[src/srs_match_add.sv]
// ----------------------------------------------------------------------------
// srs_match_add
// Shared slot unit: column compare and Q16.16 saturating add.
// ----------------------------------------------------------------------------
`timescale 1ns / 1ps
`default_nettype none

module srs_match_add (
	input  wire logic [15:0]        slot_col,
	input  wire logic [15:0]        req_col,
	input  wire logic signed [31:0] acc,
	input  wire logic signed [31:0] opnd,
	output logic                    match,
	output logic signed [31:0]      sum
);

	logic signed [32:0] wide;

	assign match = (slot_col == req_col);

	// Exact sum in 33 bits, then clamp to the 32-bit range
	always_comb begin
		wide = {acc[31], acc} + {opnd[31], opnd};
		if (wide[32] != wide[31]) begin
			sum = wide[32] ? 32'sh8000_0000 : 32'sh7FFF_FFFF;
		end else begin
			sum = wide[31:0];
		end
	end

endmodule

`default_nettype wire

[config.mk]
export PLATFORM = sky130hd
export DESIGN_NAME = srs_match_add
export DESIGN_NICKNAME = d
export VERILOG_FILES = /design/src/srs_match_add.sv
export SDC_FILE = /design/constraint.sdc
export NUM_CORES = 1
export LEC_CHECK = 0
export BUFFER_PORTS_ARGS = -buffer_cell sky130_fd_sc_hd__buf_2
export CORE_ASPECT_RATIO = 0.7
export CORE_UTILIZATION = 47
export DETAILED_ROUTE_END_ITERATION = 8
export GPL_ROUTABILITY_DRIVEN = 0
export GPL_TIMING_DRIVEN = 0
export PLACE_DENSITY = 0.92
export RECOVER_POWER = 25
export SLEW_MARGIN = 20
export SYNTH_ARGS = -nofsm -noshare
export SYNTH_HDL_FRONTEND = slang
export SYNTH_SLANG_ARGS = --single-unit
[constraint.sdc]
create_clock -name vclk -period 2.9
set_input_delay 0.29 -clock vclk [all_inputs]
set_output_delay 0.29 -clock vclk [all_outputs]
set_load 0.005 [all_outputs]
==> impl_metrics.py, run 1 <==
metrics = {
    "grt": {
        "antenna_found_initial": 0,
        "track_usage_pct": 27.9,
        "overflow": 0,
        "grt_start_max_net_pins": 11,
        "grt_pass1_wl_um": 11500,
        "grt_pass1_vias": 2550,
    },
    "synthesis": {
        "ys_warn_count": 0,
        "synth_cells": 314,
        "synth_area_um2": 2200,
        "synth.avg_cell_area_um2": 7.00,
        "yosysSeqAreaShare_pct": 0,
        "ys_types": 51,
        "syn_nets": 443,
    },
    "pwr": {
        "p_leak_nw": 1.57,
        "peakVddDrop_uv": 195,
        "p_per_area_nw_per_um2": 304,
    },
    "sta": {
        "max_freq_ghz": 0.331,
        "hold_viol": 0,
        "setup-violations-final": 31,
        "tightest_slew_ns": 0.522,
        "fin_crit_sh_pct": 104,
        "rsz0062_at_grt": "true",
        "relSlewSlack_pct": 65.2,
        "fin_crit_ns": 3.02,
        "slew_violations": 0,
        "fin_ws_ns": -0.123,
        "holdWs_ns": 0.927,
    },
    "place": {
        "hpwl_um": 5980,
        "place_ws_ns": -0.463,
        "place_inst": 498,
        "io_buffers": 129,
        "placedInstanceArea_um2": 2910,
    },
    "layout": {
        "final_area_um2": 3640,
        "flops_and_latches": 0,
        "layout.cells.non_filler": 517,
        "insertedDiodeCount": 0,
        "fillCellCount": 281,
        "clkbuf_count": 0,
        "syn_to_final_growth_pct": 65.8,
        "regArea_um2": 0,
        "layout.nets": 593,
        "drive_above_1_share_pct": 51.3,
    },
    "drt": {
        "ant_nets": 0,
        "routed_wl_um": 9190,
        "viasPerCell": 6.24,
        "drtIter0Drc": 273,
        "drtPass1Iterations": 5,
        "vias": 3228,
        "remaining_drc_errors": 0,
        "route.detailed.wl_per_inst_um": 17.8,
    },
    "run_status": {
        "violations": "negative setup slack",
        "status": "finished, violations left",
    },
    "min_path": {
        "hp-class": "input pin to primary output",
        "hold_start": "slot_col[7]",
    },
    "job": {
        "max_cap_viol_count": 0,
    },
    "die": {
        "fp.dieH_um": 59.2,
        "io_pins": 129,
        "core_um2": 4400,
        "die_w_um": 83.7,
        "std_cell_rows": 20,
        "dieArea_um2": 4960,
        "initial_core_util_pct": 49.9,
    },
    "critical_path": {
        "worstPathArrival_ns": 2.73,
        "worst_ep_required_time_ns": 2.61,
        "path_class": "input pin to primary output",
        "critPathMaxFanout": 10,
        "cp-start-kind": "input pin",
        "cp-end-kind": "primary output",
        "critPathLaunch": "opnd[10]",
    },
    "clock_tree": {
        "cts-hold-fix-buffers": 0,
    },
}
[cell usage in the layout (no fill, tap or decap), drive strengths merged, types with 2 or more instances in the layout]
master  Yosys  layout
xnor2      33      33
a21oi      50      50
nand2b      5       5
o31ai       3       3
and3        4       4
buf        11     158
o21bai      4       4
clkbuf      3       4
a31oi       5       5
o22ai       4       4
nor3        2       2
inv        13      13
nand3      10      10
nor2b       2       2
or3         2       2
xor2       13      13
ha         32      32
o21ai      35      35
a311oi      2       2
a21o        5       5
o21a        4       4
a211oi      4       4
maj3        4       4
nand2      19      19
nor2       16      16
nand4      11      11
and2        3       3
o211ai      6       6
a21boi      2       2
[what timing repair did]
item | 4_1_cts | 5_1_grt
gates cloned | 0 | 2
setup buffers | 5 | 14
pin swaps | 7 | 25
setup endpoints to repair | 31 | 31
gates resized for setup | 19 | 100
[Yosys cell counts, types with 3 or more instances]
| library cell | count | area (um^2) |
|---|---|---|
| inv_1 | 13 | 48.8 |
| a21o_1 | 4 | 30.0 |
| maj3_2 | 4 | 45.0 |
| o21ai_1 | 3 | 15.0 |
| o21a_1 | 4 | 30.0 |
| nand2b_1 | 5 | 31.3 |
| nand4_1 | 11 | 68.8 |
| o22ai_1 | 4 | 25.0 |
| a21oi_1 | 48 | 240 |
| ha_1 | 32 | 400 |
| o21ai_0 | 31 | 155 |
| and3_1 | 4 | 25.0 |
| a31oi_1 | 4 | 25.0 |
| buf_2 | 8 | 40.0 |
| nor2_1 | 16 | 60.1 |
| xor2_1 | 13 | 114 |
| o21bai_1 | 4 | 30.0 |
| nand3_1 | 8 | 40.0 |
| nand2_1 | 19 | 71.3 |
| xnor2_1 | 33 | 289 |
| o211ai_1 | 6 | 45.0 |
| a211oi_1 | 3 | 22.5 |
[metal layers]
layer  track usage [%]  wire, um  part of all wire, %
met1              38.1      3590                   39
met2              49.0      4410                   48
met3              2.09       811                  8.8
met4              5.81       376                  4.1
met5                 0         0                    0
[worst max-delay path, cell delays in order]
cell and delay (ns):
buf_2 0.12, ha_4 0.30, nand2_1 0.09, o21ai_1 0.33, a21oi_1 0.17, o211a_1 0.19
o31ai_4 0.39, a21o_4 0.22, nand3_4 0.14, buf_6 0.19, o21ai_0 0.12, buf_2 0.17
[cell families (layout without fill, tap and decap cells)]
| kind of cell | after synthesis | in the layout | share of synthesized area, % |
|---|---|---|---|
| AO/OA/AOI/OAI | 127 | 127 | 36.2 |
| XOR/XNOR | 46 | 46 | 18.3 |
| buffers and inverters | 27 | 175 | 6.04 |
| AND/OR/NAND/NOR | 77 | 77 | 18.3 |
| adder cells (fa/ha/maj) | 37 | 37 | 21.2 |
[where the power goes]
group / switching, W / internal (W) / leakage (nW) / total [W]
Combinational: 0.000576 / 0.000531 / 1.57 / 0.00111
Clock: 0 / 0 / 0 / 0
Sequential: 0 / 0 / 0 / 0
Total: 0.000576 / 0.000531 / 1.57 / 0.00111
[worst paths after layout]
check                  to  depth (start not counted)
setup / recovery  sum[28]                         12
hold / removal      match                          5
[layout make-up]
cell class	count	area [um^2]	area share, %
Buffer	12	109	2.99
Tap cell	55	68.8	1.89
Inverter	13	48.8	1.34
Timing Repair Buffer	150	890	24.4
Multi-Input combinational cell	287	2530	69.4
[per-stage QoR]
step / power (W) / TNS (ns) / util, %
after floorplan: 0.000512 / 0 / -
after global placement: 0.000779 / -10.06 / 66.1
after detailed placement: 0.000806 / -10.88 / 66.1
after CTS: 0.000850 / -0.0458 / 68.5
after global routing: 0.00117 / -5.34 / 82.7
final: 0.00111 / -2.06 / 82.7
Power figures use the tool's default switching activity.
==> run 2, diff against run 1 <==
Settings changed: CORE_ASPECT_RATIO 0.7 to default.
==> run 2 against run 1 <==
Net effect:
- the run ends with design-rule violations, negative setup slack left
- combinational power increased by 9.9%
- via count grew 14%
- first-iteration DRC count rose by 38%
- non-clock buffer count up 2
- cell area is 2.2% lower
- die area about the same
- routed wire length increased by 26%
- global-route usage increased by 4.4 points
- power increased by 9.9%
- clock-buffer cell count stayed put
- sequential share of layout area is the same
- cell count decreased by 0.19%
==> impl_metrics.py, run 2 (same netlist as run 1, synthesis figures left out) <==
metrics = {
    "run_status": {
        "status": "finished, violations left",
        "violations": "design-rule violations, negative setup slack",
    },
    "die": {
        "std_cell_rows": 24,
        "die_w_um": 70.4,
        "initial_core_util_pct": 49.8,
        "fp.dieH_um": 70.4,
        "dieArea_um2": 4950,
        "io_pins": 129,
        "core_um2": 4410,
    },
    "drt": {
        "route.detailed.wl_per_inst_um": 22.5,
        "viasPerCell": 7.10,
        "ant_nets": 0,
        "drtPass1Iterations": 9,
        "vias": 3666,
        "routed_wl_um": 11600,
        "drtIter0Drc": 377,
        "remaining_drc_errors": 1,
    },
    "layout": {
        "final_util_pct": 80.7,
        "regArea_um2": 0,
        "layout_commonest_cell": "buf_2",
        "final_cell_mix": "buf_2, xnor2_1, a21oi_1",
        "drive_above_1_share_pct": 50.2,
        "fillCellCount": 219,
        "final_area_um2": 3560,
        "clkbuf_count": 0,
        "insertedDiodeCount": 0,
        "syn_to_final_growth_pct": 62.2,
        "layout.nets": 595,
        "flops_and_latches": 0,
    },
    "pwr": {
        "p_clk_share_pct": 0,
        "switchingPower_w": 0.000677,
        "power_frac_seq_pct": 0,
        "p_leak_nw": 1.56,
        "combPwrFrac_pct": 100.0,
        "internal-power_w": 0.000540,
        "p_per_area_nw_per_um2": 341,
        "p_sw_share_pct": 55.6,
        "peakVddDrop_uv": 159,
    },
    "sta": {
        "fin_crit_ns": 3.35,
        "fin_ws_ns": -0.453,
        "rsz0062_at_grt": "true",
        "relSlewSlack_pct": 64.7,
        "max_freq_ghz": 0.298,
        "setup-violations-final": 31,
        "tightest_slew_ns": 0.529,
        "fin_crit_sh_pct": 116,
        "slew_violations": 0,
        "hold_viol": 0,
    },
    "min_path": {
        "hp-class": "input pin to primary output",
        "whs_endpoint": "match",
        "hold_depth": 5,
        "hold_start": "slot_col[7]",
    },
    "critical_path": {
        "worst_ep_required_time_ns": 2.61,
        "critPathMaxFanout": 5,
        "worstPathArrival_ns": 3.06,
        "path_class": "input pin to primary output",
        "cp-start-kind": "input pin",
        "critPathLaunch": "opnd[3]",
        "cp-end-kind": "primary output",
    },
    "grt": {
        "antenna_found_initial": 1,
        "overflow": 0,
        "grt_start_max_net_pins": 11,
        "track_usage_pct": 32.3,
        "grt_pass1_vias": 3115,
        "grt_pass1_wl_um": 13400,
    },
    "place": {
        "placedInstanceArea_um2": 2910,
        "io_buffers": 129,
        "hpwl_um": 5860,
    },
    "job": {
        "max_cap_viol_count": 0,
    },
    "clock_tree": {
        "cts-hold-fix-buffers": 0,
    },
}
## run 2: worst max path at each step
stage | to | slack, ns | cells after the start
after floorplan | sum[12] | 0.20 | 12
after global placement | sum[19] | -0.45 | 14
after detailed placement | sum[4] | -0.52 | 14
after CTS | sum[18] | 0.0008 | 13
after global routing | sum[17] | -0.72 | 12
final | sum[24] | -0.45 | 12
## run 2: critical path: stages
cell and delay, ns:
buf_2 0.12, ha_4 0.28, o211ai_1 0.16, o211ai_1 0.41, nand2_1 0.18, o211a_1 0.30
o31ai_4 0.39, a21o_4 0.21, nand3_4 0.17, buf_16 0.21, a21oi_4 0.19, buf_2 0.16
## run 2: metrics by stage
step	total power (W)	worst slack (ns)	cells	setup TNS, ns	hold WS (ns)
2_1_floorplan	0.000512	0.203	314	0	0.720
3_3_place_gp	0.000779	-0.446	495	-10.31	0.945
3_5_place_dp	0.000801	-0.525	495	-12.64	0.948
4_1_cts	0.000929	0.000755	510	0	0.949
5_1_grt	0.00126	-0.719	516	-19.14	0.963
6_report	0.00122	-0.453	516	-11.42	0.924
## run 2: layout make-up
type / instances / area (um^2) / share of cell area [%]
buffer: 11 / 87.6 / 2.46
inverter: 13 / 48.8 / 1.37
multi-input combinational: 287 / 2450 / 68.9
tap: 52 / 65.1 / 1.83
timing repair buffer: 153 / 907 / 25.5
## run 2: metal layers
metal / global-route usage [%] / share of wire, %
met2: 63.2 / 44
met1: 33.6 / 31
met5: 0 / 0.15
met4: 14.7 / 11
met3: 3.75 / 13
## run 2: power groups by stage
| stage | combinational, W | clock, W | sequential [W] |
|---|---|---|---|
| 6_report | 0.00122 | 0 | 0 |
| 5_1_grt | 0.00126 | 0 | 0 |
| 4_1_cts | 0.000929 | 0 | 0 |
| 3_5_place_dp | 0.000801 | 0 | 0 |
| 3_3_place_gp | 0.000779 | 0 | 0 |
| 2_1_floorplan | 0.000512 | 0 | 0 |
## run 2: timing repair
| item | 4_1_cts | 5_1_grt |
|---|---|---|
| gates cloned | 3 | 0 |
| setup buffers | 14 | 7 |
| pin swaps | 15 | 24 |
| endpoints found under the setup margin | 32 | 31 |
| hold endpoints to repair | 0 | 0 |
| resized for setup | 48 | 57 |
